File: config.mk
export PLATFORM = sky130hd
export DESIGN_NAME = ist_pending
export DESIGN_NICKNAME = d
export VERILOG_FILES = /design/src/rtl/ist_pkg.sv /design/src/rtl/ist_pending.sv
export SDC_FILE = /design/constraint.sdc
export NUM_CORES = 1
export LEC_CHECK = 0
export BUFFER_PORTS_ARGS = -buffer_cell sky130_fd_sc_hd__buf_4
export CAP_MARGIN = 20
export CORE_ASPECT_RATIO = 0.8
export CORE_MARGIN = 4
export CORE_UTILIZATION = 60
export CTS_CLUSTER_DIAMETER = 60
export CTS_CLUSTER_SIZE = 28
export DETAILED_ROUTE_END_ITERATION = 10
export PLACE_DENSITY = 0.83
export SYNTH_ARGS = -nofsm -noshare
export SYNTH_HDL_FRONTEND = slang
export SYNTH_SLANG_ARGS = --single-unit
File: constraint.sdc
create_clock -name clk -period 2.8 [get_ports clk]
set_clock_uncertainty 0.05 [all_clocks]
set_input_delay 0 -clock clk [delete_from_list [all_inputs] [get_ports clk]]
set_output_delay 0 -clock clk [all_outputs]
set_load 0.01 [all_outputs]
File: src/rtl/ist_pkg.sv
// Package for the identifier set table: sizes, command codes, character
// classes and the pending-name status type. No dependencies.
`default_nettype none

package ist_pkg;

  localparam int MAX_ENTRIES    = 128;
  localparam int MAX_NAME_BYTES = 128;

  // byte index within a row, name length, entry count, store address
  localparam int BW = $clog2(MAX_NAME_BYTES);
  localparam int LW = $clog2(MAX_NAME_BYTES + 1);
  localparam int CW = $clog2(MAX_ENTRIES + 1);
  localparam int AW = $clog2(MAX_ENTRIES * MAX_NAME_BYTES);

  localparam logic [1:0] CMD_ADD   = 2'd0;
  localparam logic [1:0] CMD_QUERY = 2'd1;
  localparam logic [1:0] CMD_CLEAR = 2'd2;
  localparam logic [1:0] CMD_NONE  = 2'd3;

  localparam logic [7:0] CH_NUL      = 8'h00;
  localparam logic [7:0] CH_UPPER_A  = 8'h41;
  localparam logic [7:0] CH_UPPER_Z  = 8'h5A;
  localparam logic [7:0] CH_LOWER_A  = 8'h61;
  localparam logic [7:0] CH_LOWER_Z  = 8'h7A;
  localparam logic [7:0] CH_DIGIT_0  = 8'h30;
  localparam logic [7:0] CH_DIGIT_9  = 8'h39;
  localparam logic [7:0] CH_UNDERSC  = 8'h5F;

  typedef struct packed {
    logic [LW-1:0] len;
    logic          valid;
  } pend_stat_t;

  function automatic logic is_lead(input logic [7:0] c);
    return (c >= CH_UPPER_A && c <= CH_UPPER_Z) ||
           (c >= CH_LOWER_A && c <= CH_LOWER_Z) || (c == CH_UNDERSC);
  endfunction

  function automatic logic is_digit(input logic [7:0] c);
    return (c >= CH_DIGIT_0 && c <= CH_DIGIT_9);
  endfunction

endpackage

`default_nettype wire

File: src/rtl/ist_pending.sv
// Pending-name buffer: byte memory, saturating length and validity check.
// Depends on ist_pkg.
`default_nettype none

module ist_pending
  import ist_pkg::*;
(
  input  wire logic          clk,
  input  wire logic          rst,
  input  wire logic          wr_en,
  input  wire logic [7:0]    wr_char,
  input  wire logic          restart,
  input  wire logic [BW-1:0] rd_idx,
  output logic [7:0]         rd_data,
  output pend_stat_t         stat
);

  logic [7:0]    mem [MAX_NAME_BYTES];
  logic [LW-1:0] len;
  logic          valid;
  logic          room;
  logic          char_ok;

  assign room    = len < LW'(MAX_NAME_BYTES);
  assign char_ok = (len == '0) ? is_lead(wr_char) : (is_lead(wr_char) || is_digit(wr_char));

  always_ff @(posedge clk) begin
    if (rst) begin
      len   <= '0;
      valid <= 1'b1;
    end else if (restart) begin
      len   <= '0;
      valid <= 1'b1;
    end else if (wr_en) begin
      if (!char_ok) valid <= 1'b0;
      if (room) len <= len + LW'(1);
    end
  end

  always_ff @(posedge clk) begin
    if (wr_en && room) mem[len[BW-1:0]] <= wr_char;
    rd_data <= mem[rd_idx];
  end

  assign stat.len   = len;
  assign stat.valid = valid;

endmodule

`default_nettype wire
==> reports/results.txt, run 1 <==
Slew HR: 0.405
clk_lat worst skew: 0.65 ns
CTS tree: done
max-cap violations: 0
1st-pass router iterations: 5
setup slack after layout: 0.0587 ns
Post-Syn Area: 0.0401 mm²
metal1 wirelength: 34.2 mm
area occupied by multi-input gates: 0.00861 mm²
Startpoint Class: flop
worst slew pin tran: 0.892 ns
DR WL met2: 45.9 mm
Die H: 239 µm
vias after detailed routing: 19800
Post-synth EDFFs: 1024
share of the synthesized area in the top cell type: 0.766
cell count after placement: 2705
Setup Slack @ Placement: -0.0378 ns
met3 wire length: 13.7 mm
FP Rows: 84
largest net degree at the start of global routing: 111
routability cong.: 0.847
Core ar.: 0.0660 mm²
fin util: 0.676
initial core utilization: 0.608
Area Growth Syn to Fin: 11.2%
worst vdd ir: 0.694 mV
critical path arrival: 3.24 ns
Post-Syn Instances: 1696
Die Span X: 297 µm
design area: 0.0446 mm²
Tmin final: 2.74 ns
Post-DP HPWL: 60.6 mm
Synth Area per Inst: 23.7 µm²
clock sinks: 1041
1st-iter DRT viols: 3290
Num CTS Buffers: 47
drc violations: 0
synth warn: 0
sequential area share after synthesis: 0.775
Reg area: 0.0311 mm²
Power Density: 608 mW/mm²
PortBufs: 35
layout cell share with drive strength beyond 1: 0.340
status: finished, final reports clean
post-synth top area cell: edfxtp_1
Final Cycle Share: 0.979
final slew viol count: 0
CP required: 3.29 ns
type of the most critical hold path: primary input to flop
wire per inst: 34.8 µm
GRT Total Usage: 0.280
overall power: 27.1 mW
number of global-route vias before repair: 19900
CP max FO: 8
H-tree levels: 2
Final Hold Vio Count: 0
Leakage: 14.0 nW
GRT overflow: 0
# setup viols final: 0
Syn Nets: 1717
initial antenna violation count: 11
worst hold margin: 0.0828 ns
Synth cell types: 33
Setup TNS: 0 ns
placed inst area: 0.0429 mm²
Max Used Layer: met5
first-pass GRT wire length: 143 mm
Yosys reg bits: 1041
Post-CTS Repair Setup Buffers: 0
I/O pins: 36
fmax: 365 MHz
DIE AREA: 0.0711 mm²
layout filler cell count: 3739
endpoint class of the critical path: flop
WL final: 97.6 mm
Cell Count, Final, Fillers Out: 2802
largest cells by area after synthesis: edfxtp_1, mux4_2, nor2_1
Max clock buf depth: 3
DR vias/cell: 7.06
Async SR Flop Fraction: 0
crit path kind: flop to flop
Worst-path clk slew: 0.11 ns
Final ANT Viol Nets: 0
Clock Tree Root: clkbuf_16
dominant synthesized flop cell: edfxtp_1
nets: 1930
==> repair_timing <==
item	4_1_cts	5_1_grt
gates resized for setup	0	3
hold endpoints to repair	346	0
hold buffers	15	0
endpoints found under the setup margin	0	1
==> logic make-up (layout without fill, tap and decap cells) <==
family                     after synthesis  count (layout)  share of synthesized area
other                                    0               3                          0
DFF                                   1041            1041                      0.775
muxes                                  344             344                      0.191
AOI/OAI and AO/OA                        9               9                    0.00128
adders and majority gates                2               2                   0.000623
and+or+nand+nor                        193             193                     0.0204
buffers and inverters                  101             344                     0.0111
xor gates and xnor gates                 6               6                    0.00131
==> flip-flops by register name (all words and copies together), names as in the netlist <==
signal,cells
valid,1
len,8
rd_data,8
mem,1024
==> worst max-delay path: stages (launching register included) <==
cell and delay, ns:
dfxtp_1 0.41, buf_4 0.22, or4_4 0.50, nor4b_2 0.37
o22ai_1 0.14, a31oi_1 0.23, o21ai_0 0.14, dlygate4sd3_1 0.58
==> routing by layer <==
metal,vias up,GRT usage
met2,1708,0.430
met4,4,0.0887
met1,10300,0.414
li1,7577,-
met3,232,0.0615
met5,-,0
==> worst paths after layout <==
check / startpoint / cells past startpoint / slack [ns] / to
hold / removal: rd_idx[3] / 3 / 0.08 / rd_data[0]$_DFF_P_
setup reg to reg: len[6]$_SDFFE_PP0P_ / 7 / 0.06 / valid$_SDFFE_PP1P_
setup / recovery: len[6]$_SDFFE_PP0P_ / 7 / 0.06 / valid$_SDFFE_PP1P_
hold reg to reg: len[7]$_SDFFE_PP0P_ / 1 / 0.61 / len[7]$_SDFFE_PP0P_
==> report_power, final <==
part / leakage, nW / switching, mW / internal [mW]
clock: 0.740 / 4.77 / 3.55
sequential: 9.35 / 0.0356 / 17.1
combinational: 3.86 / 0.937 / 0.709
==> final cells by class <==
cell class / count / share of cell area
repair buffers: 259 / 0.0515
well taps: 860 / 0.0241
inverters: 6 / 0.000505
diodes: 3 / 0.000168
multi-input cells: 554 / 0.193
flip-flops and latches: 1041 / 0.697
clock inverters: 19 / 0.00533
clock buffers: 60 / 0.0286
==> placed cells by master, fill, tap and decap left out, types with 3 or more instances in the layout <==
cell type,n
nor2b_1,6
dfxtp_1,16
clkbuf_1,10
buf_12,24
xor2_1,5
clkinv_8,3
dlygate4sd3_1,15
clkinv_4,3
edfxtp_1,1024
nand2_1,19
nand3_1,10
inv_1,6
inv_8,5
o21ai_0,3
nand4_1,4
clkbuf_16,49
or3_1,4
mux4_2,336
buf_4,218
mux2_2,8
diode_2,3
nor2_1,137
==> synth_stat cells (2+ instances only) <==
master	number
nand3_1	10
nand4b_1	2
nor2_1	137
buf_2	21
nor2b_1	6
buf_1	17
mux4_2	336
buf_4	5
clkbuf_1	49
nand2_1	19
or3_1	4
or2_2	2
dfxtp_1	17
edfxtp_1	1024
mux2_2	8
nand3b_1	2
o22ai_1	2
inv_1	6
ha_1	2
or4_1	2
xor2_1	5
o21ai_0	3
nand4_1	4
a21oi_1	2
buf_6	3
(Power assumes the default switching activity.)
==> run 2, diff against run 1 <==
- REMOVE_ABC_BUFFERS: not set -> 1
- SKIP_LAST_GASP: not set -> 1
==> run 2 against run 1 <==
  * Global-route usage is 0.56 points lower
  * Routed wire length is 2.6% lower
  * Total power is 0.99% higher
  * Core utilization is 0.35 points higher
  * Cell area is 0.52% higher
==> reports/results.txt, run 2 (synthesis results as in run 1) <==
Max clock buf depth: 3 (unchanged)
Die Span X: 297 µm (unchanged)
max-cap violations: 0 (unchanged)
largest net degree at the start of global routing: 101 (was 111)
launch point of the worst reg-to-reg path: len[3]$_SDFFE_PP0P_ (was len[6]$_SDFFE_PP0P_)
Inserted Diodes: 0 (was 3)
final slew viol count: 0 (unchanged)
FP Rows: 84 (unchanged)
DR vias/cell: 6.89 (was 7.06)
wire per inst: 33.8 µm (was 34.8 µm)
Crit. Startpoint: len[3]$_SDFFE_PP0P_ (was len[6]$_SDFFE_PP0P_)
nets: 1941 (was 1930)
Die H: 239 µm (unchanged)
most frequent cells in the layout: edfxtp_1, mux4_2, buf_4 (unchanged)
layout cell share with drive strength beyond 1: 0.347 (was 0.340)
Worst-path clk slew: 0.11 ns (about the same)
endpoint class of the critical path: flop (unchanged)
Final Cycle Share: 0.927 (was 0.979)
1st-iter DRT viols: 3232 (was 3290)
Clock Tree Root: clkbuf_16 (unchanged)
status: finished, final reports clean (unchanged)
cell count after placement: 2715 (was 2705)
clk_lat worst skew: 0.65 ns (about the same)
number of global-route vias before repair: 19800 (was 19900)
clock sinks: 1041 (unchanged)
type of the most critical hold path: primary input to flop (unchanged)
reg-to-reg slack, setup: 0.20 ns (was 0.06 ns)
R2R cell count: 6 (was 7)
Slew HR: 0.273 (was 0.405)
crit path to: valid$_SDFFE_PP1P_ (unchanged)
slowest stage delay, CP: 0.70 ns (was 0.58 ns)
Leakage: 14.1 nW (was 14.0 nW)
cells along the critical path: or4_4 > nor4b_1 > o22ai_1 > a31oi_1 > o21ai_0 > dlygate4sd3_1 (was buf_4 > or4_4 > nor4b_2 > o22ai_1 > a31oi_1 > o21ai_0 > dlygate4sd3_1)
critical path arrival: 3.09 ns (was 3.24 ns)
routability cong.: 0.858 (was 0.847)
RSZ-0062 raised after global routing: false
CP max FO: 9 (was 8)
I/O pins: 36 (unchanged)
PortBufs: 35 (unchanged)
initial antenna violation count: 2 (was 11)
1st-pass router iterations: 6 (was 5)
H-tree levels: 2 (unchanged)
Final ANT Viol Nets: 0 (unchanged)
drc violations: 0 (unchanged)
most common cell after layout, fill and taps aside: edfxtp_1 (unchanged)
Startpoint Class: flop (unchanged)
Post-DP HPWL: 59.6 mm (was 60.6 mm)
Setup TNS: 0 ns (unchanged)
vias after detailed routing: 19400 (was 19800)
DIE AREA: 0.0711 mm² (unchanged)
worst hold margin: 0.0515 ns (was 0.0828 ns)
Area Growth Syn to Fin: 11.7% (was 11.2%)
worst vdd ir: 0.536 mV (was 0.694 mV)
GRT Total Usage: 0.274 (was 0.280)
Cell Count, Final, Fillers Out: 2815 (was 2802)
WL final: 95.0 mm (was 97.6 mm)
max FFs per register: 1024 (unchanged)
crit path kind: flop to flop (unchanged)
Power Density: 611 mW/mm² (was 608 mW/mm²)
worst slew pin tran: 1.09 ns (was 0.892 ns)
FF-to-FF End: valid$_SDFFE_PP1P_ (unchanged)
first-pass GRT wire length: 140 mm (was 143 mm)
Num CTS Buffers: 49 (was 47)
fmax: 385 MHz (was 365 MHz)
# setup viols final: 0 (unchanged)
slowest CP cell: or4_4 (was dlygate4sd3_1)
Final Hold Vio Count: 0 (unchanged)
initial core utilization: 0.608 (unchanged)
GRT overflow: 0 (unchanged)
Tmin final: 2.60 ns (was 2.74 ns)
Core ar.: 0.0660 mm² (unchanged)
CTS tree: done (unchanged)
CP required: 3.29 ns (about the same)
[run 2: layout make-up]
type                       count  area (µm²)
inverter                       6        22.5
tap                          860        1080
fill                        3740       21100
clock buffer                  59        1320
sequential                  1041       31100
multi-input combinational    554        8610
timing repair buffer         268        2440
clock inverter                27         305
[run 2: metal layers]
metal / GRT usage / share of wire
met3: 0.0530 / 0.12
met1: 0.395 / 0.36
met4: 0.0821 / 0.034
met5: 0 / 0.00014
met2: 0.441 / 0.49
[run 2: per-stage QoR]
step	setup WS [ns]	util	total power [mW]	cell area, µm²
floorplan	-0.139	-	18.1	39700
global placement	-0.0129	0.653	19.0	43100
detailed placement	-0.0512	0.653	19.1	43100
CTS	0.0616	0.680	27.4	44900
global route	0.131	0.680	28.2	44900
finish	0.205	0.680	27.4	44900
[run 2: how the worst min path moves through the flow]
| stage | start | endpoint | slack, ns | depth (start not counted) |
|---|---|---|---|---|
| detailed placement | rst | valid$_SDFFE_PP1P_ | 0.17 | 3 |
| CTS | wr_char[3] | mem[88][3]$_DFFE_PP_ | 0.05 | 1 |
| global placement | rst | valid$_SDFFE_PP1P_ | 0.16 | 3 |
| floorplan | wr_char[0] | mem[0][0]$_DFFE_PP_ | 0.05 | 0 |
| finish | wr_char[3] | mem[81][3]$_DFFE_PP_ | 0.05 | 1 |
| global route | wr_char[3] | mem[68][3]$_DFFE_PP_ | 0.1 | 1 |
[run 2: critical path: cells and delay by family, from the launching register on]
kind                   cells  cell delay [ns]
AND/OR/NAND/NOR            2             1.04
flip-flops                 1             0.45
buffers and inverters      1             0.56
AO/OA/AOI/OAI              3             0.38
[run 2: where the power goes]
group	internal (mW)	switching [mW]	total [mW]
Sequential	17.1	0.0363	17.1
Clock	3.71	4.91	8.62
Combinational	0.718	0.902	1.62
[run 2: timing repair]
| action | CTS | global route |
|---|---|---|
| endpoints found under the hold margin | 329 | 0 |
| hold buffers | 14 | 0 |
| setup endpoints to repair | 0 | 1 |
| resized for setup | 0 | 1 |
| setup buffers | 0 | 0 |
==> run 3, diff against run 2 <==
--- a/constraint.sdc
+++ b/constraint.sdc
@@ -4,2 +4,2 @@
 set_output_delay 0 -clock clk [all_outputs]
-set_load 0.01 [all_outputs]
+set_load 0.02 [all_outputs]
==> run 3 against run 2 <==
  * Total power is 0.13% lower
  * Cell area is 0.33% lower
  * Die area stayed put
  * Register-to-register slack better by 0.02 ns
  * Sequential share of layout area is 0.23 points higher
  * Routed wire length is 0.23% lower
  * Combinational power hardly changed
  * Largest cell class unchanged
  * Sequential power hardly changed
==> reports/results.txt, run 3 (synthesis results as in run 1) <==
cell count after placement: 2701 (was 2715)
# setup viols final: 0 (unchanged)
number of global-route vias before repair: 19600 (was 19800)
PortBufs: 35 (unchanged)
vias after detailed routing: 19400 (about the same)
Slew HR: 0.291 (was 0.273)
Die H: 239 µm (unchanged)
Buf/Inv on CP: 0 (was 1)
final slew viol count: 0 (unchanged)
CP required: 3.28 ns (was 3.29 ns)
Tmin final: 2.58 ns (was 2.60 ns)
I/O pins: 36 (unchanged)
slowest CP cell: mux4_2 (was or4_4)
routability cong.: 0.843 (was 0.858)
first-pass GRT wire length: 140 mm (about the same)
nets: 1926 (was 1941)
slowest stage delay, CP: 0.60 ns (was 0.70 ns)
cells along the critical path: mux4_2 > mux4_2 > mux4_2 > mux2_2 (was or4_4 > nor4b_1 > o22ai_1 > a31oi_1 > o21ai_0 > dlygate4sd3_1)
CP top delay family: multiplexers (was simple AND/OR/NAND/NOR gates)
GRT Total Usage: 0.272 (was 0.274)
clk_lat worst skew: 0.63 ns (was 0.65 ns)
Post-DP HPWL: 58.7 mm (was 59.6 mm)
Resize count post-CTS: 0 (unchanged)
max FFs per register: 1024 (unchanged)
CP max FO: 2 (was 9)
drc violations: 0 (unchanged)
worst vdd ir: 0.533 mV (was 0.536 mV)
wire per inst: 33.8 µm (about the same)
Clock Tree Root: clkbuf_16 (unchanged)
most frequent cells in the layout: edfxtp_1, mux4_2, buf_4 (unchanged)
initial core utilization: 0.608 (unchanged)
Final Cycle Share: 0.921 (was 0.927)
area occupied by multi-input gates: 0.00860 mm² (was 0.00861 mm²)
Final ANT Viol Nets: 0 (unchanged)
max-cap violations: 0 (unchanged)
critical path arrival: 3.06 ns (was 3.09 ns)
DR vias/cell: 6.90 (was 6.89)
Final Hold Vio Count: 0 (unchanged)
WL final: 94.8 mm (was 95.0 mm)
DIE AREA: 0.0711 mm² (unchanged)
most numerous cell on the critical path: mux4_2
clock sinks: 1041 (unchanged)
1st-iter DRT viols: 3137 (was 3232)
Startpoint Class: flop (unchanged)
Reg area: 0.0311 mm² (unchanged)
Cell Count, Final, Fillers Out: 2805 (was 2815)
RSZ-0062 raised after global routing: false (unchanged)
CTS tree: done (unchanged)
fmax: 388 MHz (was 385 MHz)
initial antenna violation count: 4 (was 2)
largest net degree at the start of global routing: 101 (unchanged)
1st-pass router iterations: 5 (was 6)
Power Density: 612 mW/mm² (was 611 mW/mm²)
most common cell after layout, fill and taps aside: edfxtp_1 (unchanged)
worst slew pin tran: 1.06 ns (was 1.09 ns)
layout filler cell count: 3779 (was 3740)
Worst-path clk slew: 0.11 ns (about the same)
Max clock buf depth: 3 (unchanged)
Leakage: 14.0 nW (was 14.1 nW)
Area Growth Syn to Fin: 11.4% (was 11.7%)
FP Rows: 84 (unchanged)
layout cell share with drive strength beyond 1: 0.340 (was 0.347)
Die Span X: 297 µm (unchanged)
endpoint class of the critical path: flop (unchanged)
overall power: 27.3 mW (was 27.4 mW)
Core ar.: 0.0660 mm² (unchanged)
GRT overflow: 0 (unchanged)
crit path kind: flop to flop (unchanged)
status: finished, final reports clean (unchanged)
Num CTS Buffers: 49 (unchanged)
type of the most critical hold path: primary input to flop (unchanged)
H-tree levels: 2 (unchanged)
Post-CTS Repair Setup Buffers: 0 (unchanged)
[run 3: changes by cell type in the layout (fill, tap and decap cells not counted), sizes merged]
| cell | previous run | this run |
|---|---|---|
| buf | 254 | 240 |
| clkbuf | 59 | 66 |
| clkinv | 14 | 7 |
| inv | 15 | 19 |
| bufinv | 2 | 1 |
| clkinvlp | 2 | 3 |
| diode | 0 | 1 |
| dlygate4sd3 | 14 | 13 |
[run 3: metal layers]
layer  up-vias  wire length [µm]  GRT usage
li1       7572                 -          -
met1     10100             34000      0.392
met2      1469             45400      0.425
met3       203             11900     0.0648
met4         6              3480     0.0879
met5         -                31          0
[run 3: worst register-to-register path: stages, from the launching register on]
cell,delay (ns)
edfxtp_1,0.39
mux4_2,0.53
mux4_2,0.59
mux4_2,0.60
mux2_2,0.32
[run 3: what timing repair did]
item	in CTS	in global routing
hold buffers	13	0
endpoints found under the hold margin	327	0
setup endpoints to repair	0	0
[run 3: area by class of cell]
cell class                 count  area share
tap                          860      0.0241
multi-input combinational    554       0.192
timing repair buffer         253      0.0514
sequential                  1041       0.695
antenna                        1   0.0000560
clock buffer                  66      0.0303
clock inverter                24     0.00588
inverter                       6    0.000504
[run 3: per-stage QoR]
stage | hold WS, ns | setup slack (ns) | cell area [µm²] | utilization | TNS (ns)
2_1_floorplan | 0.0489 | -0.190 | 39700 | - | -2.27
3_3_place_gp | 0.157 | 0.0340 | 43000 | 0.651 | 0
3_5_place_dp | 0.200 | 0.00746 | 43000 | 0.651 | 0
4_1_cts | 0.0267 | 0.250 | 44700 | 0.677 | 0
5_1_grt | 0.0684 | 0.212 | 44700 | 0.677 | 0
6_report | 0.0284 | 0.220 | 44700 | 0.677 | 0
[run 3: path summary, 6_finish.rpt]
path | start | to | slack (ns) | cells after the start
max | mem[114][7]$_DFFE_PP_ | rd_data[7]$_DFF_P_ | 0.22 | 4
min | wr_char[3] | mem[67][3]$_DFFE_PP_ | 0.03 | 1
max reg2reg | mem[114][7]$_DFFE_PP_ | rd_data[7]$_DFF_P_ | 0.22 | 4
min reg2reg | valid$_SDFFE_PP1P_ | valid$_SDFFE_PP1P_ | 0.46 | 2
[run 3: power breakdown]
group          switching [mW]  internal, mW  total, mW
logic                   0.925         0.706       1.63
registers              0.0325          17.1       17.1
clock network            4.90          3.67       8.57
total                    5.86          21.5       27.3
